File: src/rtl/cct_pkg.sv
// package for the calendar clock tick block
// reset date and time, rollover limits and leap year constants; no dependencies
`timescale 1ns / 1ps
`default_nettype none

package cct_pkg;

   localparam logic [5:0]  RESET_SECOND = 6'd5;
   localparam logic [5:0]  RESET_MINUTE = 6'd6;
   localparam logic [4:0]  RESET_HOUR   = 5'd16;
   localparam logic [4:0]  RESET_DAY    = 5'd23;
   localparam logic [3:0]  RESET_MONTH  = 4'd9;
   localparam logic [15:0] RESET_YEAR   = 16'd2012;

   localparam logic [6:0]  SECS_PER_MIN  = 7'd60;
   localparam logic [6:0]  MINS_PER_HOUR = 7'd60;
   localparam logic [5:0]  HOURS_PER_DAY = 6'd24;
   localparam logic [5:0]  DAY_OVERFLOW  = 6'd32;
   localparam logic [4:0]  MONTH_LIMIT   = 5'd13;

   localparam logic [3:0]  MONTH_FEB = 4'd2;
   localparam logic [3:0]  MONTH_APR = 4'd4;
   localparam logic [3:0]  MONTH_JUN = 4'd6;
   localparam logic [3:0]  MONTH_SEP = 4'd9;
   localparam logic [3:0]  MONTH_NOV = 4'd11;

   // multiplicative inverse of 25 modulo 2^16, and the largest quotient
   localparam logic [15:0] INV_25     = 16'd23593;
   localparam logic [15:0] DIV_25_MAX = 16'd2621;

   localparam logic FUNC_TICK = 1'b0;
   localparam logic FUNC_LOAD = 1'b1;

endpackage

`default_nettype wire

File: src/rtl/cct_if.sv
// valid/ready channel interfaces for the calendar clock tick block
// request carries a tick or load item, response the date and time; no dependencies
`timescale 1ns / 1ps
`default_nettype none

interface cct_req_if;
   logic        valid;
   logic        ready;
   logic        func;
   logic [5:0]  load_second;
   logic [5:0]  load_minute;
   logic [4:0]  load_hour;
   logic [4:0]  load_day;
   logic [3:0]  load_month;
   logic [15:0] load_year;

   modport source (
      output valid, func, load_second, load_minute, load_hour, load_day, load_month,
             load_year,
      input  ready
   );
   modport sink (
      input  valid, func, load_second, load_minute, load_hour, load_day, load_month,
             load_year,
      output ready
   );
endinterface

interface cct_rsp_if;
   logic        valid;
   logic        ready;
   logic [5:0]  second_now;
   logic [5:0]  minute_now;
   logic [4:0]  hour_now;
   logic [4:0]  day_now;
   logic [3:0]  month_now;
   logic [15:0] year_now;

   modport source (
      output valid, second_now, minute_now, hour_now, day_now, month_now, year_now,
      input  ready
   );
   modport sink (
      input  valid, second_now, minute_now, hour_now, day_now, month_now, year_now,
      output ready
   );
endinterface

`default_nettype wire

File: src/rtl/calendar_clock_tick_top.sv
// calendar clock tick top level: real-time clock with gregorian calendar
// depends on cct_pkg and the channel interfaces in cct_if
//
// usage
//   req_ch carries one item per handshake: func low advances the clock one
//   second, func high loads the full date and time from the load fields.
//   rsp_ch returns exactly one item per request: the date and time after it.
// datapath
//   an accepted item sits in the input register, its result is registered
//   into the output register and can be taken on rsp_ch when the output
//   is free.
// throughput
//   one item per cycle while rsp_ch is not held off; the whole cascade from
//   seconds to year, with the leap year test (one 16 bit multiply by a
//   constant), settles between the input register and the output register.
// reset
//   synchronous, active high; the clock restarts at 2012-09-23 16:06:05 and
//   both channel stages empty.
// stalls
//   while rsp_ch is held off the result stays put and one more request can
//   still be taken into the input register; then req_ch ready drops.
`timescale 1ns / 1ps
`default_nettype none

module calendar_clock_tick_top (
   input  wire logic clock,
   input  wire logic reset,
   cct_req_if.sink   req_ch,
   cct_rsp_if.source rsp_ch
);

   logic        in_valid_ff, in_valid_in;
   logic        in_func_ff;
   logic [5:0]  in_second_ff;
   logic [5:0]  in_minute_ff;
   logic [4:0]  in_hour_ff;
   logic [4:0]  in_day_ff;
   logic [3:0]  in_month_ff;
   logic [15:0] in_year_ff;

   logic        rsp_valid_ff, rsp_valid_in;
   logic [5:0]  sec_ff, sec_in;
   logic [5:0]  min_ff, min_in;
   logic [4:0]  hour_ff, hour_in;
   logic [4:0]  day_ff, day_in;
   logic [3:0]  month_ff, month_in;
   logic [15:0] year_ff, year_in;

   logic        req_take;
   logic        advance;

   logic [6:0]  sec_inc;
   logic [6:0]  min_inc;
   logic [5:0]  hour_inc;
   logic [5:0]  day_inc;
   logic [4:0]  month_inc;
   logic [4:0]  month_mid;
   logic        sec_carry, min_carry, hour_carry;
   logic        month_end;

   logic [15:0] year_mul;
   logic        div_4, div_16, div_25, div_100, div_400;
   logic        common_year;

   assign advance      = !rsp_valid_ff || rsp_ch.ready;
   assign req_ch.ready = !in_valid_ff || advance;
   assign req_take     = req_ch.valid && req_ch.ready;

   assign in_valid_in  = req_take ? 1'b1 : (advance ? 1'b0 : in_valid_ff);
   assign rsp_valid_in = advance ? in_valid_ff : rsp_valid_ff;

   // leap year test
   assign year_mul    = 16'(32'(year_ff) * 32'(cct_pkg::INV_25));
   assign div_4       = (year_ff[1:0] == 2'd0);
   assign div_16      = (year_ff[3:0] == 4'd0);
   assign div_25      = (year_mul <= cct_pkg::DIV_25_MAX);
   assign div_100     = div_4 && div_25;
   assign div_400     = div_16 && div_25;
   assign common_year = div_100 ? !div_400 : !div_4;

   // cascade
   assign sec_inc    = {1'b0, sec_ff} + 7'd1;
   assign min_inc    = {1'b0, min_ff} + 7'd1;
   assign hour_inc   = {1'b0, hour_ff} + 6'd1;
   assign day_inc    = {1'b0, day_ff} + 6'd1;
   assign month_inc  = {1'b0, month_ff} + 5'd1;
   assign sec_carry  = (sec_inc >= cct_pkg::SECS_PER_MIN);
   assign min_carry  = sec_carry && (min_inc >= cct_pkg::MINS_PER_HOUR);
   assign hour_carry = min_carry && (hour_inc >= cct_pkg::HOURS_PER_DAY);

   always_comb begin
      case (day_inc)
         6'd29:   month_end = (month_ff == cct_pkg::MONTH_FEB) && common_year;
         6'd30:   month_end = (month_ff == cct_pkg::MONTH_FEB);
         6'd31:   month_end = (month_ff == cct_pkg::MONTH_APR) ||
                              (month_ff == cct_pkg::MONTH_JUN) ||
                              (month_ff == cct_pkg::MONTH_SEP) ||
                              (month_ff == cct_pkg::MONTH_NOV);
         default: month_end = (day_inc >= cct_pkg::DAY_OVERFLOW);
      endcase
   end

   assign month_mid = month_end ? month_inc : {1'b0, month_ff};

   always_comb begin
      sec_in   = sec_ff;
      min_in   = min_ff;
      hour_in  = hour_ff;
      day_in   = day_ff;
      month_in = month_ff;
      year_in  = year_ff;
      if (in_func_ff == cct_pkg::FUNC_LOAD) begin
         sec_in   = in_second_ff;
         min_in   = in_minute_ff;
         hour_in  = in_hour_ff;
         day_in   = in_day_ff;
         month_in = in_month_ff;
         year_in  = in_year_ff;
      end else begin
         sec_in = sec_carry ? 6'(sec_inc - cct_pkg::SECS_PER_MIN) : sec_inc[5:0];
         if (sec_carry) begin
            min_in = min_carry ? 6'd0 : min_inc[5:0];
         end
         if (min_carry) begin
            hour_in = hour_carry ? 5'd0 : hour_inc[4:0];
         end
         if (hour_carry) begin
            day_in = month_end ? 5'd1 : day_inc[4:0];
            if (month_mid >= cct_pkg::MONTH_LIMIT) begin
               month_in = 4'd1;
               year_in  = year_ff + 16'd1;
            end else begin
               month_in = month_mid[3:0];
            end
         end
      end
   end

   always_ff @(posedge clock) begin
      if (req_take) begin
         in_func_ff   <= req_ch.func;
         in_second_ff <= req_ch.load_second;
         in_minute_ff <= req_ch.load_minute;
         in_hour_ff   <= req_ch.load_hour;
         in_day_ff    <= req_ch.load_day;
         in_month_ff  <= req_ch.load_month;
         in_year_ff   <= req_ch.load_year;
      end
   end

   always_ff @(posedge clock) begin
      if (reset) begin
         in_valid_ff  <= 1'b0;
         rsp_valid_ff <= 1'b0;
         sec_ff       <= cct_pkg::RESET_SECOND;
         min_ff       <= cct_pkg::RESET_MINUTE;
         hour_ff      <= cct_pkg::RESET_HOUR;
         day_ff       <= cct_pkg::RESET_DAY;
         month_ff     <= cct_pkg::RESET_MONTH;
         year_ff      <= cct_pkg::RESET_YEAR;
      end else begin
         in_valid_ff  <= in_valid_in;
         rsp_valid_ff <= rsp_valid_in;
         if (advance && in_valid_ff) begin
            sec_ff   <= sec_in;
            min_ff   <= min_in;
            hour_ff  <= hour_in;
            day_ff   <= day_in;
            month_ff <= month_in;
            year_ff  <= year_in;
         end
      end
   end

   assign rsp_ch.valid      = rsp_valid_ff;
   assign rsp_ch.second_now = sec_ff;
   assign rsp_ch.minute_now = min_ff;
   assign rsp_ch.hour_now   = hour_ff;
   assign rsp_ch.day_now    = day_ff;
   assign rsp_ch.month_now  = month_ff;
   assign rsp_ch.year_now   = year_ff;

endmodule

`default_nettype wire

File: src/flat_wrapper.sv
// flat-port wrapper written by rule: the top's interface ports become plain ports
module calendar_clock_tick_top_flat 
  (clock, reset, req_ch_valid, req_ch_func, req_ch_load_second, req_ch_load_minute, req_ch_load_hour, req_ch_load_day, req_ch_load_month, req_ch_load_year, req_ch_ready, rsp_ch_valid, rsp_ch_second_now, rsp_ch_minute_now, rsp_ch_hour_now, rsp_ch_day_now, rsp_ch_month_now, rsp_ch_year_now, rsp_ch_ready);
  cct_req_if req_ch_i ();
  cct_rsp_if rsp_ch_i ();
  input  wire logic clock;
  input  wire logic reset;
  input wire logic [$bits(req_ch_i.valid)-1:0] req_ch_valid;
  input wire logic [$bits(req_ch_i.func)-1:0] req_ch_func;
  input wire logic [$bits(req_ch_i.load_second)-1:0] req_ch_load_second;
  input wire logic [$bits(req_ch_i.load_minute)-1:0] req_ch_load_minute;
  input wire logic [$bits(req_ch_i.load_hour)-1:0] req_ch_load_hour;
  input wire logic [$bits(req_ch_i.load_day)-1:0] req_ch_load_day;
  input wire logic [$bits(req_ch_i.load_month)-1:0] req_ch_load_month;
  input wire logic [$bits(req_ch_i.load_year)-1:0] req_ch_load_year;
  output wire logic [$bits(req_ch_i.ready)-1:0] req_ch_ready;
  output wire logic [$bits(rsp_ch_i.valid)-1:0] rsp_ch_valid;
  output wire logic [$bits(rsp_ch_i.second_now)-1:0] rsp_ch_second_now;
  output wire logic [$bits(rsp_ch_i.minute_now)-1:0] rsp_ch_minute_now;
  output wire logic [$bits(rsp_ch_i.hour_now)-1:0] rsp_ch_hour_now;
  output wire logic [$bits(rsp_ch_i.day_now)-1:0] rsp_ch_day_now;
  output wire logic [$bits(rsp_ch_i.month_now)-1:0] rsp_ch_month_now;
  output wire logic [$bits(rsp_ch_i.year_now)-1:0] rsp_ch_year_now;
  input wire logic [$bits(rsp_ch_i.ready)-1:0] rsp_ch_ready;
  assign req_ch_i.valid = req_ch_valid;
  assign req_ch_i.func = req_ch_func;
  assign req_ch_i.load_second = req_ch_load_second;
  assign req_ch_i.load_minute = req_ch_load_minute;
  assign req_ch_i.load_hour = req_ch_load_hour;
  assign req_ch_i.load_day = req_ch_load_day;
  assign req_ch_i.load_month = req_ch_load_month;
  assign req_ch_i.load_year = req_ch_load_year;
  assign req_ch_ready = req_ch_i.ready;
  assign rsp_ch_valid = rsp_ch_i.valid;
  assign rsp_ch_second_now = rsp_ch_i.second_now;
  assign rsp_ch_minute_now = rsp_ch_i.minute_now;
  assign rsp_ch_hour_now = rsp_ch_i.hour_now;
  assign rsp_ch_day_now = rsp_ch_i.day_now;
  assign rsp_ch_month_now = rsp_ch_i.month_now;
  assign rsp_ch_year_now = rsp_ch_i.year_now;
  assign rsp_ch_i.ready = rsp_ch_ready;
  calendar_clock_tick_top u_core (.clock(clock), .reset(reset), .req_ch(req_ch_i), .rsp_ch(rsp_ch_i));
endmodule
File: config.mk
export PLATFORM = sky130hd
export DESIGN_NAME = calendar_clock_tick_top_flat
export DESIGN_NICKNAME = d
export VERILOG_FILES = /design/src/rtl/cct_pkg.sv /design/src/rtl/cct_if.sv /design/src/rtl/calendar_clock_tick_top.sv /design/src/flat_wrapper.sv
export SDC_FILE = /design/constraint.sdc
export NUM_CORES = 1
export LEC_CHECK = 0
export CAP_MARGIN = 0
export CELL_PAD_IN_SITES_DETAIL_PLACEMENT = 1
export CELL_PAD_IN_SITES_GLOBAL_PLACEMENT = 1
export CORE_MARGIN = 2
export CORE_UTILIZATION = 45
export CTS_CLUSTER_DIAMETER = 150
export DETAILED_ROUTE_END_ITERATION = 10
export DONT_BUFFER_PORTS = 1
export GPL_TIMING_DRIVEN = 0
export MAX_ROUTING_LAYER = met4
export PLACE_DENSITY = 0.84
export SYNTH_ARGS = -nofsm -noshare
export SYNTH_HDL_FRONTEND = slang
export SYNTH_SLANG_ARGS = --single-unit
File: constraint.sdc
create_clock -name clock -period 6.28 [get_ports clock]
set_clock_uncertainty 0.2 [all_clocks]
set_input_delay 0.314 -clock clock [delete_from_list [all_inputs] [get_ports clock]]
set_output_delay 0.314 -clock clock [all_outputs]
set_load 0.005 [all_outputs]
==> summary.txt <==
Run status
  • Status: completed

Critical path
  • Worst setup EP type: flop
  • R2R Path End: u_core.rsp_ch.day_now[2]
  • CP arrival: 5.86 ns
  • RR Startpoint: u_core.rsp_ch.year_now[0]
  • CP Launch Type: flop
  • Most used cell, CP: ha_1
  • Crit path cell chain: ha_1 -> ha_1 -> inv_1 -> fa_1 -> fa_1 -> inv_1 -> fa_1 -> ha_1 -> ha_1 -> nor2b_1 -> o31ai_1 -> o211ai_1 -> a2111oi_4 -> a31oi_1 -> a32oi_1 -> o221ai_1
  • WP data required: 6.27 ns
  • Worst r2r path cells: 16
  • Cell family with most CP delay: adder cells
  • Worst Path Buf+Inv: 2
  • Max stage delay on crit path: 0.70 ns
  • R2r setup slk: 0.41 ns
  • CP Max Fanout: 12
  • Critical path class: flop to flop
  • Slowest-stage cell, CP: dfxtp_1

Floorplan
  • FP Rows: 42
  • # IOs: 91
  • Die width: 120 µm
  • Die H: 120 µm
  • Full die area: 14,500 µm²
  • Core area: 13,200 µm²
  • Initial Utilization: 0.460

Job
  • Max_cap viols: 0

Global routing
  • Pin count of the biggest net entering global routing: 31
  • All-layer global routing usage: 0.286
  • Global-route wire length before repair: 31,200 µm
  • Total congestion overflow: 0
  • Antenna violations before repair: 0
  • Number of global-route vias before repair: 5,976

Min path
  • Hold Path Sink: u_core.rsp_ch.valid
  • Hold path cells: 3
  • HP Start: rsp_ch_ready
  • Min-delay worst type: input port to flop

Layout
  • Post-route cell area: 7080 µm²
  • Layout cells sized above 1: 0.0496
  • Final nets: 823
  • Fin cells: 862
  • Layout area overhead: 16.2%
  • ANT cells: 0
  • Fillers: 1,486

Logic synthesis
  • Library cells used by synthesis: 73
  • Top FF cell, synth: dfxtp_1
  • Number of enable flip-flop cells after synthesis: 43
  • Sequential-to-total area share from yosys stat: 0.357
  • Async set or reset register ratio after synthesis: 0
  • Cell area after synthesis: 6090 µm²
  • Syn Area/Cell: 9.75 µm²
  • Area leader, netlist: edfxtp_1
  • Cells after synthesis: 625
  • Ys Warns: 0
  • #FFs+latches synth: 87
  • Dominant cells by area after synthesis: edfxtp_1 (21%), ha_1 (16%), dfxtp_1 (14%)
  • Synth top area share: 0.212
  • Synthesized Nets: 767

CTS
  • Latest clock arrival within the worst-skew pair: 0.35 ns
  • CTS buffer count: 9
  • Reg clk slew, reported paths: 0.07 ns
  • Clock sinks: 87
  • Worst-case clock buffer depth: 2
  • CTS root buf: clkbuf_16
  • Post-CTS setup buffers: 0
  • H-tree depth: 3
  • CTS tree: done

Placed design
  • Dpl hpwl: 13,300 µm
  • IO Port Bufs: 0
  • Placed insts: 802
  • DP Area: 6330 µm²
  • Routability congestion estimate: 0.883

STA
  • Slew Limit Headroom: 0.448
  • Unrepaired setup endpoints after global routing: false
  • Post-route setup TNS: 0 ns
  • Worst-Margin Slew: 0.820 ns
  • Crit path time final: 5.87 ns
  • Final setup fails: 0
  • Final Max Slew Viols: 0
  • Max Clock Freq: 0.170 GHz
  • Tcrit/Tclk final: 0.934
  • Final hold viol count: 0

Detailed routing
  • Average wire per standard cell: 22.7 µm
  • # DRC: 0
  • Antenna-violating nets left: 0
  • DR vias/cell: 6.20
  • Vias: 5,341
  • DR iter-0 viols: 334
  • DR pass1 iterations: 5
  • Final WL: 19,600 µm

Pwr
  • Power Dens Cells: 233 nW/µm²
  • Maximum vdd drop: 0.190 mV
  • Leak: 2.86 nW
[how the worst max path moves through the flow]
stage	start	endpoint	slack [ns]	cells past startpoint
final	u_core.rsp_ch.year_now[0]	u_core.rsp_ch.day_now[2]	0.41	16
after global routing	u_core.rsp_ch.year_now[0]	u_core.rsp_ch.day_now[1]	0.04	16
after CTS	u_core.rsp_ch.year_now[0]	u_core.rsp_ch.day_now[1]	0.27	16
after detailed placement	u_core.rsp_ch.year_now[0]	u_core.rsp_ch.day_now[1]	0.31	16
after global placement	u_core.rsp_ch.year_now[0]	u_core.rsp_ch.day_now[2]	0.58	16
after floorplan	u_core.rsp_ch.year_now[0]	u_core.rsp_ch.month_now[3]	1.17	16
[per-stage QoR]
step | hold WS [ns] | setup WS, ns | util | power [mW]
2_1_floorplan | 0.213 | 1.17 | - | 0.958
3_3_place_gp | 0.213 | 0.582 | 0.477 | 1.05
3_5_place_dp | 0.213 | 0.312 | 0.478 | 1.08
4_1_cts | 0.0460 | 0.273 | 0.533 | 1.64
5_1_grt | 0.0964 | 0.0413 | 0.534 | 1.72
6_report | 0.0655 | 0.413 | 0.534 | 1.65
[logic make-up after synthesis]
family	synth area share
buffers and inverters	0.0616
adders and majority gates	0.217
xor gates and xnor gates	0.0331
and+or+nand+nor	0.125
AOI/OAI and AO/OA	0.191
DFF	0.357
muxes	0.0150
[Yosys cell counts, drive strengths merged (17+ instances only)]
library cell / count
a21oi: 20
a31oi: 17
clkbuf: 19
dfxtp: 44
edfxtp: 43
fa: 18
ha: 77
inv: 69
nand2: 42
nand3: 25
nor2: 45
o21ai: 26
xnor2: 19
[power breakdown]
part	total, mW	internal, mW	switching (mW)	leakage [nW]
registers	0.655	0.625	0.0301	0.779
logic	0.453	0.183	0.270	1.95
clock network	0.537	0.309	0.229	0.136
[timing repair]
item                                    4_1_cts  5_1_grt
endpoints found under the setup margin        0        7
gates resized for setup                       0        1
hold buffers                                 44        0
endpoints found under the hold margin        44        0
[tightest hold or removal path: cells and delay by family]
kind,cells,cell delay [ns]
simple gates,3,0.26
[layout make-up]
cell class | count | area [µm²] | share of cell area
clock inverter | 5 | 58.8 | 0.00831
tap | 176 | 220 | 0.0311
buffer | 26 | 109 | 0.0154
sequential | 87 | 2170 | 0.307
clock buffer | 11 | 233 | 0.0329
multi-input combinational | 441 | 3560 | 0.503
inverter | 71 | 267 | 0.0377
timing repair buffer | 45 | 460 | 0.0651
[registers in the layout (all words and copies together), names as in the netlist]
register,count
u_core.in_year_ff,16
u_core.rsp_ch.year_now,16
u_core.in_minute_ff,6
u_core.in_second_ff,6
u_core.rsp_ch.minute_now,6
u_core.rsp_ch.second_now,6
u_core.in_day_ff,5
u_core.in_hour_ff,5
u_core.rsp_ch.day_now,5
u_core.rsp_ch.hour_now,5
u_core.in_month_ff,4
u_core.rsp_ch.month_now,4
u_core.in_func_ff,1
u_core.in_valid_ff,1
u_core.rsp_ch.valid,1
[metal layers]
| layer | vias up | routed length [µm] | global-route usage |
|---|---|---|---|
| met5 | - | 0 | - |
| met4 | 0 | 660 | 0.144 |
| met3 | 55 | 1300 | 0.0524 |
| met2 | 234 | 10200 | 0.506 |
| met1 | 2651 | 7380 | 0.308 |
| li1 | 2401 | - | - |
[cell usage in the layout (no fill, tap or decap), types with 4 or more instances in the layout]
| master | synthesis | final |
|---|---|---|
| o311ai_0 | 4 | 4 |
| a32oi_1 | 5 | 5 |
| and3_1 | 5 | 5 |
| nand2b_1 | 6 | 6 |
| dfxtp_1 | 44 | 44 |
| clkbuf_1 | 19 | 21 |
| o21ai_0 | 25 | 25 |
| a221oi_1 | 7 | 7 |
| nand3_1 | 25 | 25 |
| o221ai_1 | 5 | 5 |
| xnor2_1 | 19 | 19 |
| nor2_1 | 45 | 45 |
| o31ai_1 | 11 | 11 |
| nand2_1 | 41 | 41 |
| a31oi_1 | 15 | 15 |
| ha_1 | 77 | 77 |
| nor2b_1 | 4 | 4 |
| fa_1 | 18 | 18 |
| edfxtp_1 | 43 | 43 |
| a211oi_1 | 7 | 7 |
| o211ai_1 | 6 | 6 |
| a22oi_1 | 5 | 5 |
| o311a_1 | 5 | 5 |
| a21oi_1 | 20 | 20 |
| mux2i_1 | 8 | 8 |
| dlygate4sd3_1 | 0 | 44 |
| nor3_1 | 12 | 12 |
| inv_1 | 69 | 69 |
| clkbuf_16 | 0 | 9 |
| xor2_1 | 4 | 4 |
(Power assumes the default switching activity.)
